### src/design/assert_macros.svh
// Assertion macros for the controller core RTL.
`ifndef ASSERT_MACROS_SVH
`define ASSERT_MACROS_SVH

// Same-cycle implication, disabled while in reset.
`define ASSERT_IMPLIES(label, clk, rst_n, ante, cons) \
    label: assert property (@(posedge clk) disable iff (!rst_n) (ante) |-> (cons)) \
        else $error("assertion failed: implication");

// Next-cycle implication, disabled while in reset.
`define ASSERT_NEXT(label, clk, rst_n, ante, cons) \
    label: assert property (@(posedge clk) disable iff (!rst_n) (ante) |=> (cons)) \
        else $error("assertion failed: next-cycle implication");

`endif

### src/design/gdc_pkg.sv
// Codes, widths and reset values for the garage door controller.
package gdc_pkg;

    localparam int TIME_BITS_DEF = 16;
    localparam int CFG_W         = 16;
    localparam int MODE_W        = 2;
    localparam int STATUS_W      = 3;
    localparam int CFG_IDX_W     = 2;
    localparam int IN_DATA_W     = 8;
    localparam int OUT_DATA_W    = 8;

    // input item kinds
    localparam logic [MODE_W-1:0] MODE_TICK    = 2'd0;
    localparam logic [MODE_W-1:0] MODE_REQUEST = 2'd1;
    localparam logic [MODE_W-1:0] MODE_EDGE    = 2'd2;
    localparam logic [MODE_W-1:0] MODE_INIT    = 2'd3;

    // door status codes
    localparam logic [STATUS_W-1:0] ST_OPEN    = 3'd0;
    localparam logic [STATUS_W-1:0] ST_CLOSED  = 3'd1;
    localparam logic [STATUS_W-1:0] ST_OPENING = 3'd2;
    localparam logic [STATUS_W-1:0] ST_CLOSING = 3'd3;
    localparam logic [STATUS_W-1:0] ST_UNKNOWN = 3'd4;

    // register indexes
    localparam logic [CFG_IDX_W-1:0] CFG_DEBOUNCE = 2'd0;
    localparam logic [CFG_IDX_W-1:0] CFG_RELAY    = 2'd1;
    localparam logic [CFG_IDX_W-1:0] CFG_MOVE     = 2'd2;

    localparam logic [CFG_W-1:0] DEBOUNCE_RST = 16'd50;
    localparam logic [CFG_W-1:0] RELAY_RST    = 16'd300;
    localparam logic [CFG_W-1:0] MOVE_RST     = 16'd30000;

    typedef struct packed {
        logic                report;
        logic                led_on;
        logic                relay_on;
        logic                target_open;
        logic [STATUS_W-1:0] door_status;
    } gdc_result_t;

endpackage

### src/design/garage_door_controller_core.sv
// Garage door controller core: door state, relay pulse, move failsafe, debounce.
// The result of each input transfer lands in the output register in the cycle after the transfer.
// Throughput: one item per cycle; the output register is the only stage and
// s_axis_tready stays high while the result slot is empty or being drained.
// Reset (rst_n, async, active low) loads register defaults 50/300/30000 and
// sets the door to unknown with all timers, lamp and relay cleared.
module garage_door_controller_core #(
    parameter int TIME_BITS = gdc_pkg::TIME_BITS_DEF
) (
    input  logic                              clk,
    input  logic                              rst_n,
    // configuration write channel
    input  logic                              cfg_valid,
    output logic                              cfg_ready,
    input  logic [gdc_pkg::CFG_IDX_W-1:0]     cfg_index,
    input  logic [gdc_pkg::CFG_W-1:0]         cfg_data,
    // input stream
    input  logic                              s_axis_tvalid,
    output logic                              s_axis_tready,
    input  logic [gdc_pkg::IN_DATA_W-1:0]     s_axis_tdata,  // [0] sensor_open, rest zero
    input  logic [gdc_pkg::MODE_W-1:0]        s_axis_tuser,  // [1:0] mode
    // result stream
    output logic                              m_axis_tvalid,
    input  logic                              m_axis_tready,
    // [2:0] door_status, [3] target_open, [4] relay_on, [5] led_on, [6] report
    output logic [gdc_pkg::OUT_DATA_W-1:0]    m_axis_tdata
);

    import gdc_pkg::*;

    `include "assert_macros.svh"

    // Compare width wide enough for both the 16-bit registers and the counters.
    localparam int CMP_W = (TIME_BITS > CFG_W) ? TIME_BITS : CFG_W;
    localparam logic [TIME_BITS-1:0] TIME_MAX = {TIME_BITS{1'b1}};
    localparam logic [CMP_W-1:0] TIME_MAX_EXT = CMP_W'(TIME_MAX);

    // configuration registers
    logic [CFG_W-1:0] debounce_reg, relay_pulse_reg, move_timeout_reg;

    // controller state
    logic [STATUS_W-1:0]  door_mode_reg, door_mode_next;
    logic                 target_reg, target_next;
    logic                 last_level_reg, last_level_next;
    logic [TIME_BITS-1:0] since_edge_reg, since_edge_next;
    logic [TIME_BITS-1:0] pulse_left_reg, pulse_left_next;
    logic [TIME_BITS-1:0] move_left_reg, move_left_next;
    logic                 move_running_reg, move_running_next;
    logic                 lamp_reg, lamp_next;

    // result slot
    logic                 out_valid_reg, out_valid_next;
    gdc_result_t          result_reg, result_next;

    logic                 in_fire;
    logic [MODE_W-1:0]    in_mode;
    logic                 in_level;
    logic                 report;
    logic [TIME_BITS-1:0] pulse_load, move_load;
    logic [CMP_W-1:0]     relay_ext, move_ext;
    logic                 debounce_done;

    assign cfg_ready     = 1'b1;
    assign in_mode       = s_axis_tuser;
    assign in_level      = s_axis_tdata[0];
    // a new item fits when the slot is empty or its result leaves this cycle
    assign s_axis_tready = !out_valid_reg || m_axis_tready;
    assign in_fire       = s_axis_tvalid && s_axis_tready;

    // loads into the counters saturate at the counter maximum
    assign relay_ext  = CMP_W'(relay_pulse_reg);
    assign move_ext   = CMP_W'(move_timeout_reg);
    assign pulse_load = (relay_ext > TIME_MAX_EXT) ? TIME_MAX : TIME_BITS'(relay_ext);
    assign move_load  = (move_ext > TIME_MAX_EXT) ? TIME_MAX : TIME_BITS'(move_ext);

    // unclamped compare: a debounce value past the counter max blocks all edges
    assign debounce_done = CMP_W'(since_edge_reg) >= CMP_W'(debounce_reg);

    always_comb
    begin
        door_mode_next    = door_mode_reg;
        target_next       = target_reg;
        last_level_next   = last_level_reg;
        since_edge_next   = since_edge_reg;
        pulse_left_next   = pulse_left_reg;
        move_left_next    = move_left_reg;
        move_running_next = move_running_reg;
        lamp_next         = lamp_reg;
        report            = 1'b0;

        case (in_mode)
            MODE_TICK:
            begin
                if (pulse_left_reg != '0)
                    pulse_left_next = pulse_left_reg - 1'b1;
                if (move_running_reg)
                begin
                    if (move_left_reg <= TIME_BITS'(1))
                    begin
                        // failsafe expiry: trust the sensor, lamp untouched
                        move_left_next    = '0;
                        move_running_next = 1'b0;
                        door_mode_next    = in_level ? ST_OPEN : ST_CLOSED;
                        target_next       = in_level;
                        report            = 1'b1;
                    end
                    else
                    begin
                        move_left_next = move_left_reg - 1'b1;
                    end
                end
                if (since_edge_reg != TIME_MAX)
                    since_edge_next = since_edge_reg + 1'b1;
            end
            MODE_REQUEST:
            begin
                if (in_level || door_mode_reg == ST_OPENING)
                    door_mode_next = ST_CLOSING;
                else
                    door_mode_next = ST_OPENING;
                pulse_left_next = pulse_load;
                if (!move_running_reg)
                begin
                    move_left_next    = move_load;
                    move_running_next = 1'b1;
                end
            end
            MODE_EDGE:
            begin
                if (debounce_done && in_level != last_level_reg)
                begin
                    last_level_next = in_level;
                    since_edge_next = '0;
                    lamp_next       = in_level;
                    door_mode_next  = in_level ? ST_OPEN : ST_CLOSED;
                    target_next     = in_level;
                    report          = 1'b1;
                end
            end
            MODE_INIT:
            begin
                last_level_next = in_level;
                lamp_next       = in_level;
                door_mode_next  = in_level ? ST_OPEN : ST_CLOSED;
                target_next     = in_level;
                report          = 1'b1;
            end
            default:
            begin
                report = 1'b0;
            end
        endcase

        result_next.door_status = door_mode_next;
        result_next.target_open = target_next;
        result_next.relay_on    = (pulse_left_next != '0);
        result_next.led_on      = lamp_next;
        result_next.report      = report;

        out_valid_next = in_fire || (out_valid_reg && !m_axis_tready);
    end

    // configuration registers
    always_ff @(posedge clk or negedge rst_n)
    begin
        if (!rst_n)
        begin
            debounce_reg     <= DEBOUNCE_RST;
            relay_pulse_reg  <= RELAY_RST;
            move_timeout_reg <= MOVE_RST;
        end
        else if (cfg_valid && cfg_ready)
        begin
            case (cfg_index)
                CFG_DEBOUNCE: debounce_reg     <= cfg_data;
                CFG_RELAY:    relay_pulse_reg  <= cfg_data;
                CFG_MOVE:     move_timeout_reg <= cfg_data;
                default:      ; // writes past the register list are dropped
            endcase
        end
    end

    // controller state advances only on an input transfer
    always_ff @(posedge clk or negedge rst_n)
    begin
        if (!rst_n)
        begin
            door_mode_reg    <= ST_UNKNOWN;
            target_reg       <= 1'b0;
            last_level_reg   <= 1'b0;
            since_edge_reg   <= '0;
            pulse_left_reg   <= '0;
            move_left_reg    <= '0;
            move_running_reg <= 1'b0;
            lamp_reg         <= 1'b0;
            out_valid_reg    <= 1'b0;
        end
        else
        begin
            if (in_fire)
            begin
                door_mode_reg    <= door_mode_next;
                target_reg       <= target_next;
                last_level_reg   <= last_level_next;
                since_edge_reg   <= since_edge_next;
                pulse_left_reg   <= pulse_left_next;
                move_left_reg    <= move_left_next;
                move_running_reg <= move_running_next;
                lamp_reg         <= lamp_next;
            end
            out_valid_reg <= out_valid_next;
        end
    end

    // result payload, no reset needed
    always_ff @(posedge clk)
    begin
        if (in_fire)
            result_reg <= result_next;
    end

    assign m_axis_tvalid = out_valid_reg;
    assign m_axis_tdata  = {{(OUT_DATA_W - $bits(gdc_result_t)){1'b0}}, result_reg};

    // request reloads the relay pulse from the clamped register value
    `ASSERT_NEXT(a_req_loads_pulse, clk, rst_n, in_fire && in_mode == MODE_REQUEST, pulse_left_reg == $past(pulse_load))
    // the failsafe timer only stops on a tick transfer
    `ASSERT_IMPLIES(a_move_stops_on_tick, clk, rst_n, $fell(move_running_reg), $past(in_fire && in_mode == MODE_TICK))
    // an announced state is always a settled one
    `ASSERT_IMPLIES(a_report_settled, clk, rst_n, m_axis_tvalid && result_reg.report, result_reg.door_status == ST_OPEN || result_reg.door_status == ST_CLOSED)

endmodule
### config.mk
export PLATFORM = sky130hd
export DESIGN_NAME = garage_door_controller_core
export DESIGN_NICKNAME = d
export VERILOG_FILES = /design/src/design/gdc_pkg.sv /design/src/design/garage_door_controller_core.sv
export VERILOG_INCLUDE_DIRS = /design/src /design/src/design
export SDC_FILE = /design/constraint.sdc
export NUM_CORES = 1
export LEC_CHECK = 0
export BUFFER_PORTS_ARGS = -buffer_cell sky130_fd_sc_hd__buf_2
export CORE_UTILIZATION = 55
export CTS_CLUSTER_SIZE = 20
export DETAILED_ROUTE_END_ITERATION = 12
export PLACE_DENSITY = 0.79
export SLEW_MARGIN = 20
export SYNTH_ARGS = -nofsm -noshare
export SYNTH_HDL_FRONTEND = slang
export SYNTH_SLANG_ARGS = --single-unit
export TNS_END_PERCENT = 5
### constraint.sdc
create_clock -name clk -period 4.5 [get_ports clk]
set_input_delay 0.675 -clock clk [delete_from_list [all_inputs] [get_ports clk]]
set_output_delay 0.675 -clock clk [all_outputs]
set_load 0.005 [all_outputs]
* Word-level counts from Yosys, hierarchy flattened
Index checks and enable logic that the tools add are counted.
Storage, ports and cells: flip-flop bits (word level) 111, bits of input ports 33, logic and storage cells 90
Operators by class: add/subtract/negate cells 3, $lt $le $gt $ge 4, equal/unequal tests 12, multiplexer cells 32, reductions and logical operators 22
Operator list (count):
- $mux W16 | 8
- $pmux W16 S2 | 3
- $gt A16 B16 Y1 const B | 2
- $reduce_bool A16 Y1 | 2
- $sub A16 B1 Y16 const B | 2
- $add A16 B1 Y16 const B | 1
- $ge A16 B16 Y1 | 1
- $le A16 B1 Y1 const B | 1
- $ne A16 B16 Y1 const B | 1
- $mux W1 | 12
- $pmux W3 S4 | 1
- $mux W3 | 3
- $ne A2 B2 Y1 const B | 4
- $reduce_and A2 Y1 | 4
- $reduce_and A4 Y1 | 2
- $eq A2 B2 Y1 const B | 3
- $pmux W1 S2 | 3
- $pmux W1 S3 | 2
- $reduce_bool A2 Y1 | 3
- $eq A2 B1 Y1 const B | 2
- $logic_not A2 Y1 | 2
- $eq A3 B2 Y1 const B | 1
- $logic_and A1 B1 Y1 | 3
- $logic_or A1 B1 Y1 | 3
- 3 further kinds | 4

* Longest topological paths before layout
Gate-level depths: netlist of run 1.
word-level depth 4, depth in mapped cells 11, gate-level depth less buffers 9

* Worst setup path before layout of run 1
No wires, ideal clock.
kind register -> register, start point register since_edge_reg[0], end point register result_reg (netlist bit m_axis_tdata[0]) (data pin), library setup time 0.270 ns, arrival time 2.260 ns, required time 4.230 ns, slack 1.971 ns, cell stages (with the launch flop) 10, buffers on the path 0, cells stage by stage dfrtp_1 -> inv_1 -> ha_1 -> nand2b_1 -> a2111o_1 -> a211oi_1 -> o21ai_2 -> and2_1 -> a2111oi_1 -> nor2_1
On the way: word-level cells in the longest chain between the ends 4
Ends and longest elaborated chain:
- start, declared | RTL line garage_door_controller_core.sv:45 | logic [TIME_BITS-1:0] since_edge_reg, since_edge_next;
- start signal, assigned | RTL line garage_door_controller_core.sv:205 | since_edge_reg <= since_edge_next;
- $ge A16 B16 Y1 | RTL line garage_door_controller_core.sv:77 | assign debounce_done = CMP_W'(since_edge_reg) >= CMP_W'(debounce_reg);
- $logic_and A1 B1 Y1 | RTL line garage_door_controller_core.sv:130 | if (debounce_done && in_level != last_level_reg)
- $mux W3 | RTL line garage_door_controller_core.sv:130
- $pmux W3 S4 | RTL line garage_door_controller_core.sv:91 | case (in_mode)
- via door_mode_next[0] | RTL line garage_door_controller_core.sv:42 | logic [STATUS_W-1:0] door_mode_reg, door_mode_next;
- end signal, assigned | RTL line garage_door_controller_core.sv:219 | result_reg <= result_next;
- end, declared | RTL line garage_door_controller_core.sv:53 | gdc_result_t result_reg, result_next;
The timed path passes the listed nets, and every way through them passes these cells. A chain may end at the register's enable or synchronous reset.

* Worst setup path in the final report of run 1
start point register move_left_reg[8], end point register move_left_reg[12]
On the way: word-level cells in the longest chain between the ends 4, elaborated cells between the ends (all ways) 5, classes of those cells add/sub: 1; order compare: 1; mux: 3
Ends and longest elaborated chain:
- start, declared | RTL line garage_door_controller_core.sv:47 | logic [TIME_BITS-1:0] move_left_reg, move_left_next;
- start signal, assigned | RTL line garage_door_controller_core.sv:207 | move_left_reg <= move_left_next;
- $sub A16 B1 Y16 / $le A16 B1 Y1 (equally long branches) | RTL line garage_door_controller_core.sv:109, garage_door_controller_core.sv:98
- $mux W16 (*) | RTL line garage_door_controller_core.sv:98 | if (move_left_reg <= TIME_BITS'(1))
- $mux W16 (*) | RTL line garage_door_controller_core.sv:96 | if (move_running_reg)
- $pmux W16 S2 (*) | RTL line garage_door_controller_core.sv:91
Every way passes the cells marked *; elsewhere a longest branch is shown, timed or not. The select of a mux whose other input is x is not followed.

==> flow_metrics.py, run 1 <==
metrics = {
    "run_status": {
        "outcome": "complete, no violations",
    },
    "logic_synthesis": {
        "yosys.cell_types.count": 70,
        "ys_seq_elements": 111,
        "syn-instance-count": 673,
        "synth.avg_cell_area_um2": 9.39,
        "number_of_flops_mapped_to_enable_cells_by_yosys": 7,
        "synth-seq-area-share_pct": 44.8,
        "mappedNetlistArea_mm2": 0.00632,
        "synthFlopType": "dfrtp_1",
        "synth.net_count": 727,
        "postSynth.asyncResetShare_pct": 93.7,
        "ys.warnings.count": 0,
    },
    "die": {
        "fp.dieArea_mm2": 0.0119,
        "placementRows": 38,
        "die_w_um": 109,
        "ioPinCount": 44,
        "fp.dieH_um": 109,
        "placeable_core_region_mm2": 0.0110,
        "initial_core_util_pct": 57.3,
    },
    "route": {
        "drt_pass1_iterations": 5,
        "initialDrtViolationCount": 499,
        "antenna_left": 0,
        "drc_errors": 0,
        "drt-total-wl_um": 14700,
        "viasPerCell": 6.31,
        "route.detailed.wl_per_inst_um": 17.7,
        "vias": 5238,
    },
    "cells_and_area": {
        "n_fill_cell": 898,
        "antenna_cells_inserted": 0,
        "layout.nets": 739,
        "area_of_the_multi_input_gates_mm2": 0.00314,
        "regArea_mm2": 0.00283,
        "drive_above_1_share_pct": 17.2,
        "area_delta_synth_final_pct": 6.83,
        "fin_cells": 830,
    },
    "clocking": {
        "h_tree_levels": 3,
        "cts_hold_buf": 0,
        "insertion_delay_to_the_later_sink_of_the_worst_skew_pair_ns": 0.36,
        "cts-buffers-inserted": 9,
        "cts.repair.resized": 0,
        "path_clk_slew_ns": 0.08,
        "tritoncts_clock_tree": "yes",
        "cts_num_sinks": 111,
        "cts_setup_buffers": 0,
        "clk_root_buffer_cell": "clkbuf_16",
        "clock_tree.buffer_depth": 2,
    },
    "worst_setup_path": {
        "critPathRequiredTime_ns": 4.70,
        "arrival_time_of_data_at_the_critical_path_endpoint_ns": 3.43,
        "worstSetupPathType": "reg -> reg",
        "start_kind": "register",
        "r2r_setup_slack_ns": 1.28,
        "reg2regPathDepth": 7,
        "critPathMaxFanout": 27,
        "critPathCaptureType": "register",
    },
    "flow_run": {
        "max_cap_violations": 0,
    },
    "global_route": {
        "global_route.overflow_total": 0,
        "global_route.usage.total_pct": 26.1,
        "antenna_found_initial": 0,
        "first_pass_grt_wire_length_um": 23800,
        "grt_max_degree": 71,
        "first_global_vias": 4785,
    },
    "sta": {
        "setup_repair_after_global_routing_missed_its_margin": "false",
        "hold_violations": 0,
        "finalSetupViolations": 0,
        "transition_time_of_the_tightest_slew_check_pin_ns": 1.01,
        "min_period_over_period_pct": 71.6,
        "maxClockFrequency_mhz": 310,
        "worst_slew_margin_rel_pct": 32.8,
        "layout_min_cycle_time_ns": 3.22,
        "final_max_slew_viol_count": 0,
        "worst_clock_skew_ns": 0.0121,
        "tns_ns": 0,
    },
    "power": {
        "power_density_mw_per_mm2": 453,
        "reported_leakage_power_uw": 0.00278,
        "peak_vdd_ir_mv": 0.368,
    },
    "placed_design": {
        "hpwlAfterDp_um": 10200,
        "place_congestion": 0.879,
        "io_buffers": 34,
        "placedCellCount": 814,
    },
    "min_path": {
        "min-delay-path-class": "in -> async",
    },
}
[final timing paths]
path / to / from
min in group clk: move_left_reg[14] / move_left_reg[14]
setup / recovery: move_left_reg[12] / move_left_reg[8]
hold reg to reg: move_left_reg[14] / move_left_reg[14]
max in group asynchronous: move_ext[10] / rst_n
hold / removal: pulse_left_reg[14] / rst_n
setup reg to reg: move_left_reg[12] / move_left_reg[8]
[through the flow]
stage | hold WS (ns) | utilization (%) | worst slack (ns) | total power [uW] | instance area (um2)
3_3_place_gp | 0.477 | 58.7 | 1.31 | 2220 | 6470
5_1_grt | 0.515 | 61.2 | 1.15 | 3250 | 6750
4_1_cts | 0.475 | 61.2 | 1.36 | 3060 | 6750
2_1_floorplan | 0.379 | - | 1.97 | 2060 | 6320
6_report | 0.429 | 61.2 | 1.28 | 3060 | 6750
3_5_place_dp | 0.488 | 58.7 | 1.10 | 2280 | 6470
[Yosys cell counts (all sizes together) (3+ instances only)]
cell | instances | area (um2)
a211oi | 6 | 45.0
a21o | 3 | 22.5
a21oi | 47 | 235
a22o | 3 | 26.3
a22oi | 7 | 52.6
a311oi | 3 | 26.3
and2 | 4 | 25.0
and3 | 3 | 18.8
and4 | 3 | 26.3
buf | 14 | 105
clkbuf | 23 | 126
dfrtp | 89 | 2230
dfstp | 15 | 394
edfxtp | 7 | 210
ha | 21 | 263
inv | 33 | 124
mux2 | 36 | 405
mux2i | 4 | 40.0
nand2 | 64 | 240
nand2b | 7 | 43.8
nand3 | 13 | 65.1
nand3b | 4 | 30.0
nand4 | 14 | 87.6
nor2 | 50 | 198
nor3 | 24 | 120
nor3b | 4 | 30.0
nor4 | 18 | 134
o211ai | 7 | 57.6
o21a | 3 | 22.5
o21ai | 79 | 399
o22ai | 3 | 18.8
o311ai | 3 | 26.3
o31ai | 6 | 45.0
or3 | 10 | 62.6
or4 | 9 | 75.1
xor2 | 4 | 35.0
[worst max-delay path: stages, from the launching register on]
cell and delay (ns):
dfrtp_1 0.43, nor3_1 0.43, o211ai_1 0.22, nor4_2 0.61, nand2b_1 0.86, o21ba_2 0.26, o21ai_0 0.13, o21ai_0 0.12
[layer usage]
metal | track usage, % | up-vias | share of wire [%]
li1 | - | 2481 | -
met2 | 41.3 | 165 | 48
met1 | 36.4 | 2579 | 46
met5 | 0 | - | 0
met3 | 5.32 | 13 | 4.8
met4 | 6.95 | 0 | 1.5
[power by group]
part,total (uW),internal [uW],switching (uW)
Sequential,1490,1250,236
Clock,772,383,389
Combinational,800,335,464
Total,3060,1970,1090
[cells in the final DEF, fill, tap and decap left out, drive strengths merged, types with 4 or more instances in the layout]
master,instances
a211oi,6
a21oi,47
a22oi,7
and2,4
buf,38
clkbuf,9
clkinv,4
dfrtp,89
dfstp,15
edfxtp,7
ha,21
inv,37
mux2,36
mux2i,4
nand2,64
nand2b,7
nand3,13
nand3b,4
nand4,14
nor2,50
nor3,24
nor3b,4
nor4,18
o211ai,7
o21ai,79
o31ai,6
or3,10
or4,9
xor2,4
[cells by family after synthesis]
kind of cell	share of synthesized area, %
AND/OR/NAND/NOR	19.3
AO/OA/AOI/OAI	18.3
flip-flops	44.8
buffers and inverters	5.68
multiplexers	7.05
adder cells (fa/ha/maj)	4.16
XOR/XNOR	0.693
other	0.119
[area by class of cell]
| cell class | count | area share (%) |
|---|---|---|
| clock inverters | 7 | 0.815 |
| inverters | 34 | 1.89 |
| repair buffers | 38 | 3.00 |
| flip-flops and latches | 111 | 41.9 |
| clock buffers | 9 | 3.34 |
| multi-input cells | 491 | 46.4 |
| well taps | 140 | 2.59 |
Power figures use the tool's default switching activity.
==> run 2, diff against run 1 <==
Settings changed: ABC_AREA set to 1.
Clock period 4.5 ns to 3.35 ns, I/O delays scaled along.
==> run 2 against run 1 <==
Register-to-register slack got worse by 0.34 ns. Sequential share of layout area shrank 1.9 points. Non-clock buffer count up 1. Hold slack got worse by 0.26 ns. Critical path depth increased by 9. Wire length grew 2.0%. Die area rose by 3.1%. Clock power up 48%. Global-route usage grew 0.19 points. Critical path type unchanged. Largest cell class unchanged. Highest routed layer unchanged.
==> flow_metrics.py, run 2 <==
metrics = {
    "run_status": {
        "outcome": "complete, no violations",
    },
    "cells_and_area": {
        "stdcell_area_mm2": 0.00708,
        "regArea_mm2": 0.00283,
        "final_cell_mix": "nand2_1, inv_1, o21ai_0, dfrtp_1, nor2_1",
        "area_of_the_multi_input_gates_mm2": 0.00314,
        "antenna_cells_inserted": 0,
        "layout.cells.most_common": "nand2_1",
        "layout.nets": 946,
        "drive_above_1_share_pct": 11.7,
        "area_delta_synth_final_pct": 8.48,
        "n_fill_cell": 1053,
    },
    "route": {
        "initialDrtViolationCount": 503,
        "drc_errors": 0,
        "drt_pass1_iterations": 6,
        "route.detailed.wl_per_inst_um": 14.4,
        "antenna_left": 0,
        "viasPerCell": 5.43,
        "drt-total-wl_um": 15000,
        "vias": 5647,
    },
    "sta": {
        "final_max_slew_viol_count": 0,
        "finalSetupViolations": 0,
        "hold_violations": 0,
        "worst_slew_margin_rel_pct": 31.7,
        "min_period_over_period_pct": 71.9,
        "setup_repair_after_global_routing_missed_its_margin": "false",
        "tns_ns": 0,
        "transition_time_of_the_tightest_slew_check_pin_ns": 1.02,
        "worst_clock_skew_ns": 0.00577,
        "layout_min_cycle_time_ns": 2.41,
        "maxClockFrequency_mhz": 415,
    },
    "min_path": {
        "min-delay-path-class": "in -> async",
    },
    "clocking": {
        "cts-buffers-inserted": 9,
        "clock_tree.buffer_depth": 2,
        "cts_setup_buffers": 0,
        "h_tree_levels": 3,
        "cts_hold_buf": 0,
        "tritoncts_clock_tree": "yes",
        "path_clk_slew_ns": 0.07,
        "cts_num_sinks": 111,
        "clk_root_buffer_cell": "clkbuf_16",
        "cts.repair.resized": 0,
        "insertion_delay_to_the_later_sink_of_the_worst_skew_pair_ns": 0.36,
    },
    "logic_synthesis": {
        "synthFlopType": "dfrtp_1",
        "synth-seq-area-share_pct": 43.4,
        "mappedNetlistArea_mm2": 0.00652,
        "yosys.cell_types.count": 47,
        "number_of_flops_mapped_to_enable_cells_by_yosys": 7,
        "syn-instance-count": 871,
        "synth_top_cells_by_area": "dfrtp_1, nand2_1, o21ai_0",
        "synth.net_count": 925,
        "ys_seq_elements": 111,
        "cell_type_with_the_largest_total_area_after_synthesis": "dfrtp_1",
        "post-synth-top-count-cell": "nand2_1",
        "postSynth.asyncResetShare_pct": 93.7,
        "ys.warnings.count": 0,
        "synth.avg_cell_area_um2": 7.49,
        "list_of_most_frequent_post_synthesis_cells": "nand2_1, inv_1, dfrtp_1, o21ai_0, nor2_1",
        "synth_top_area_share_pct": 34.1,
    },
    "placed_design": {
        "place_congestion": 0.958,
        "hpwlAfterDp_um": 10600,
        "post_dp_cell_area_mm2": 0.00675,
        "io_buffers": 34,
    },
    "power": {
        "reported_leakage_power_uw": 0.00351,
        "power_density_mw_per_mm2": 589,
        "peak_vdd_ir_mv": 0.475,
    },
    "global_route": {
        "global_route.overflow_total": 0,
        "first_pass_grt_wire_length_um": 25700,
        "global_route.usage.total_pct": 26.3,
        "antenna_found_initial": 0,
        "first_global_vias": 5282,
        "grt_max_degree": 55,
    },
    "worst_setup_path": {
        "critPathCaptureType": "register",
        "start_kind": "register",
        "worstSetupPathType": "reg -> reg",
        "reg2regPathDepth": 16,
        "arrival_time_of_data_at_the_critical_path_endpoint_ns": 2.71,
        "r2r_end": "since_edge_reg[0]",
        "r2r_setup_slack_ns": 0.94,
        "critPathMaxFanout": 23,
        "critPathRequiredTime_ns": 3.65,
        "regToRegStartpoint": "debounce_reg[1]",
    },
    "die": {
        "ioPinCount": 44,
        "initial_core_util_pct": 56.9,
        "die_w_um": 111,
        "fp.dieArea_mm2": 0.0123,
        "placeable_core_region_mm2": 0.0115,
        "placementRows": 39,
        "fp.dieH_um": 111,
    },
    "flow_run": {
        "max_cap_violations": 0,
    },
}
run 2: changes by cell type after synthesis, moves of 10 or more:
cell	before	now
a21oi_1	47	24
inv_1	33	98
mux2_2	36	0
nand2_1	64	247
nand3_1	13	65
nor2_1	48	72
nor3_1	24	11
nor4_1	16	4
o21ai_0	78	89
or3_1	10	0
xor2_1	4	20
run 2: metal layers:
metal / track usage (%) / up-vias / routed length (um)
li1: - / 2847 / -
met1: 35.9 / 2624 / 6990
met2: 41.2 / 154 / 6900
met3: 6.12 / 22 / 836
met4: 8.62 / 0 / 278
met5: 0 / - / 0
run 2: cells by family after synthesis:
kind of cell             after synthesis  synth area share (%)
AO/OA/AOI/OAI                        144                  12.2
buffers and inverters                134                  8.48
other                                  2                 0.115
AND/OR/NAND/NOR                      437                  28.8
adder cells (fa/ha/maj)               21                  4.03
XOR/XNOR                              22                  2.95
flip-flops                           111                  43.4
run 2: through the flow:
step	power [uW]	utilization [%]	instances	worst slack, ns	hold WS [ns]
3_5_place_dp	3020	58.9	1024	0.741	0.471
6_report	4170	61.7	1040	0.940	0.171
5_1_grt	4460	61.7	1040	0.714	0.223
2_1_floorplan	2730	-	871	1.45	0.207
4_1_cts	4180	61.7	1040	0.942	0.195
3_3_place_gp	2990	58.9	1024	0.751	0.465
run 2: layout make-up:
cell class	instances	area share, %
multi-input cells	626	44.4
clock inverters	5	0.902
repair buffers	39	2.97
flip-flops and latches	111	40.0
well taps	143	2.53
inverters	105	5.57
clock buffers	11	3.59
run 2: report_power, final:
part	leakage (uW)	switching (uW)	internal (uW)	total [uW]
Combinational	0.00202	708	424	1130
Clock	0.000151	507	631	1140
Sequential	0.00134	265	1630	1900
Total	0.00351	1480	2690	4170
run 2: worst max-delay path by stage:
stage | startpoint | end | slack, ns | cells past startpoint
5_1_grt | debounce_reg[1] | since_edge_reg[0] | 0.71 | 16
2_1_floorplan | debounce_reg[1] | since_edge_reg[6] | 1.45 | 16
4_1_cts | debounce_reg[1] | since_edge_reg[0] | 0.94 | 16
3_3_place_gp | s_axis_tuser[1] | m_axis_tdata[4] | 0.75 | 14
3_5_place_dp | s_axis_tuser[1] | m_axis_tdata[4] | 0.74 | 14
6_report | debounce_reg[1] | since_edge_reg[0] | 0.94 | 16
run 2: worst max-delay path: stages, from the launching register on:
cell     delay [ns]
dfstp_2        0.53
inv_1          0.04
ha_1           0.28
nand2_1        0.05
nor2_1         0.09
nor2_1         0.05
nand2_1        0.05
nand2_1        0.05
nand2_1        0.08
nand2_1        0.06
nand2_1        0.14
nand2_2        0.13
nand2_2        0.12
nand3_4        0.24
nor2_1         0.28
nand2_1        0.08
nand2_1        0.06
==> run 3, diff against run 2 <==
Settings changed: PLACE_DENSITY 0.79 to 0.81.
Clock period 3.35 ns to 2.2 ns, I/O delays scaled along.
==> run 3 against run 2 <==
Largest cell class unchanged. Via count is 4.1% higher. Non-clock buffer count is 36 higher. Die area stayed put. Combinational power is 72% higher. Wire length is 6.2% higher. Flip-flop and latch count stayed put. Hold slack better by 0.0075 ns. Global-route usage is 0.88 points higher. Core utilization is 2.8 points higher. Maximum frequency is 11% higher. Cell count is 3.6% higher. Clock power is 38% higher.
==> flow_metrics.py, run 3 (synthesis gave the netlist of run 2 again) <==
metrics = {
    "power": {
        "swShare_pct": 36.5,
        "power_frac_seq_pct": 45.0,
        "p_comb_share_pct": 30.3,
        "total_switching_power_uw": 2330,
        "power_frac_clock_pct": 24.7,
        "peak_vdd_ir_mv": 0.692,
        "power_density_mw_per_mm2": 863,
        "intPower_uw": 4050,
        "reported_leakage_power_uw": 0.00369,
    },
    "run_status": {
        "outcome": "complete, no violations",
    },
    "worst_setup_path": {
        "critPathCaptureType": "register",
        "critPathMaxFanout": 5,
        "arrival_time_of_data_at_the_critical_path_endpoint_ns": 2.30,
        "start_kind": "register",
        "reg2regPathDepth": 15,
        "regToRegStartpoint": "debounce_reg[1]",
        "r2r_end": "m_axis_tdata[0]",
        "critPathRequiredTime_ns": 2.32,
        "worstSetupPathType": "reg -> reg",
        "r2r_setup_slack_ns": 0.03,
    },
    "route": {
        "viasPerCell": 5.46,
        "antenna_left": 0,
        "drt-total-wl_um": 15900,
        "drc_errors": 0,
        "drt_pass1_iterations": 7,
        "vias": 5877,
        "route.detailed.wl_per_inst_um": 14.8,
        "initialDrtViolationCount": 426,
    },
    "placed_design": {
        "post_dp_cell_area_mm2": 0.00702,
        "hpwlAfterDp_um": 11200,
        "place_congestion": 0.976,
        "io_buffers": 34,
    },
    "cells_and_area": {
        "n_fill_cell": 989,
        "layout.cells.most_common": "nand2_1",
        "final_cell_mix": "nand2_1, inv_1, o21ai_0, dfrtp_1, nor2_1",
        "layout.nets": 983,
        "stdcell_area_mm2": 0.00740,
        "drive_above_1_share_pct": 16.0,
        "regArea_mm2": 0.00283,
        "antenna_cells_inserted": 0,
        "area_of_the_multi_input_gates_mm2": 0.00320,
        "area_delta_synth_final_pct": 13.4,
    },
    "clocking": {
        "tritoncts_clock_tree": "yes",
        "cts_num_sinks": 111,
        "path_clk_slew_ns": 0.08,
        "clock_tree.buffer_depth": 2,
        "insertion_delay_to_the_later_sink_of_the_worst_skew_pair_ns": 0.37,
        "h_tree_levels": 3,
        "cts-buffers-inserted": 9,
        "clk_root_buffer_cell": "clkbuf_16",
    },
    "sta": {
        "hold_violations": 0,
        "setup_repair_after_global_routing_missed_its_margin": "true",
        "min_period_over_period_pct": 98.8,
        "finalSetupViolations": 0,
        "layout_min_cycle_time_ns": 2.17,
        "transition_time_of_the_tightest_slew_check_pin_ns": 0.584,
        "final_max_slew_viol_count": 0,
        "worst_slew_margin_rel_pct": 61.0,
        "maxClockFrequency_mhz": 460,
        "tns_ns": 0,
        "worst_clock_skew_ns": 0.0109,
    },
    "min_path": {
        "worstHoldStart": "s_axis_tvalid",
        "min_delay_worst_endpoint": "m_axis_tvalid",
        "holdPathStages": 3,
        "min-delay-path-class": "in -> reg",
    },
    "global_route": {
        "first_pass_grt_wire_length_um": 26500,
        "global_route.usage.total_pct": 27.1,
        "global_route.overflow_total": 0,
        "grt_max_degree": 41,
        "first_global_vias": 5456,
        "antenna_found_initial": 0,
    },
    "die": {
        "fp.dieArea_mm2": 0.0123,
        "fp.dieH_um": 111,
        "placementRows": 39,
        "placeable_core_region_mm2": 0.0115,
        "ioPinCount": 44,
        "die_w_um": 111,
        "initial_core_util_pct": 56.9,
    },
    "flow_run": {
        "max_cap_violations": 0,
    },
}
-- run 3: repair_timing --
| action | 4_1_cts | 5_1_grt |
|---|---|---|
| gates cloned | 0 | 1 |
| endpoints found under the hold margin | 29 | 0 |
| pin swaps | 0 | 1 |
| setup buffers | 0 | 4 |
| endpoints found under the setup margin | 1 | 24 |
| gates resized for setup | 0 | 14 |
| hold buffers | 1 | 0 |
-- run 3: worst max path at each step --
stage,slack (ns),start,endpoint,depth (start not counted)
2_1_floorplan,0.30,debounce_reg[1],since_edge_reg[6],16
3_3_place_gp,0.06,debounce_reg[1],since_edge_reg[6],16
3_5_place_dp,0.03,debounce_reg[1],since_edge_reg[14],16
4_1_cts,-0.006,debounce_reg[1],since_edge_reg[14],16
5_1_grt,-0.10,debounce_reg[1],m_axis_tdata[0],15
6_report,0.03,debounce_reg[1],m_axis_tdata[0],15
-- run 3: through the flow --
step                worst slack [ns]  utilization, %  total power, uW  cells  hold WS (ns)
floorplan                      0.302               -             4150    871        0.0344
CTS                         -0.00574            63.8             6340   1072         0.171
global placement              0.0634            61.3             4670   1055         0.372
finish                        0.0272            64.5             6380   1077         0.178
detailed placement            0.0325            61.3             4740   1055         0.374
global route                  -0.101            64.5             6820   1077         0.211
-- run 3: power by group through the flow --
| stage | combinational [uW] | clock [uW] | sequential, uW |
|---|---|---|---|
| floorplan | 1340 | 0 | 2810 |
| global placement | 1790 | 0 | 2880 |
| detailed placement | 1850 | 0 | 2890 |
| CTS | 1880 | 1600 | 2860 |
| global route | 2230 | 1670 | 2920 |
| finish | 1940 | 1570 | 2880 |
-- run 3: final cells by class --
class / instances / area share, %
Tap cell: 143 / 2.42
Timing Repair Buffer: 75 / 7.03
Clock inverter: 5 / 0.456
Sequential cell: 111 / 38.3
Multi-Input combinational cell: 627 / 43.2
Clock buffer: 11 / 3.28
Inverter: 105 / 5.36
-- run 3: layer usage --
| metal | track usage (%) | part of all wire [%] |
|---|---|---|
| met1 | 36.8 | 44 |
| met2 | 42.9 | 47 |
| met3 | 4.98 | 6.0 |
| met4 | 11.4 | 3.2 |
| met5 | 0 | 0 |
-- run 3: critical path, cell delays in order (launching register included) --
cell     delay, ns
dfstp_2       0.54
inv_2         0.04
ha_4          0.25
nand2_1       0.05
nor2_1        0.09
nor2_1        0.06
nand2_1       0.07
nand2_1       0.05
nand2_1       0.08
nand2_1       0.07
nand2_2       0.09
nand2_2       0.07
buf_4         0.16
nand3_1       0.06
nand3_1       0.08
and2_1        0.15
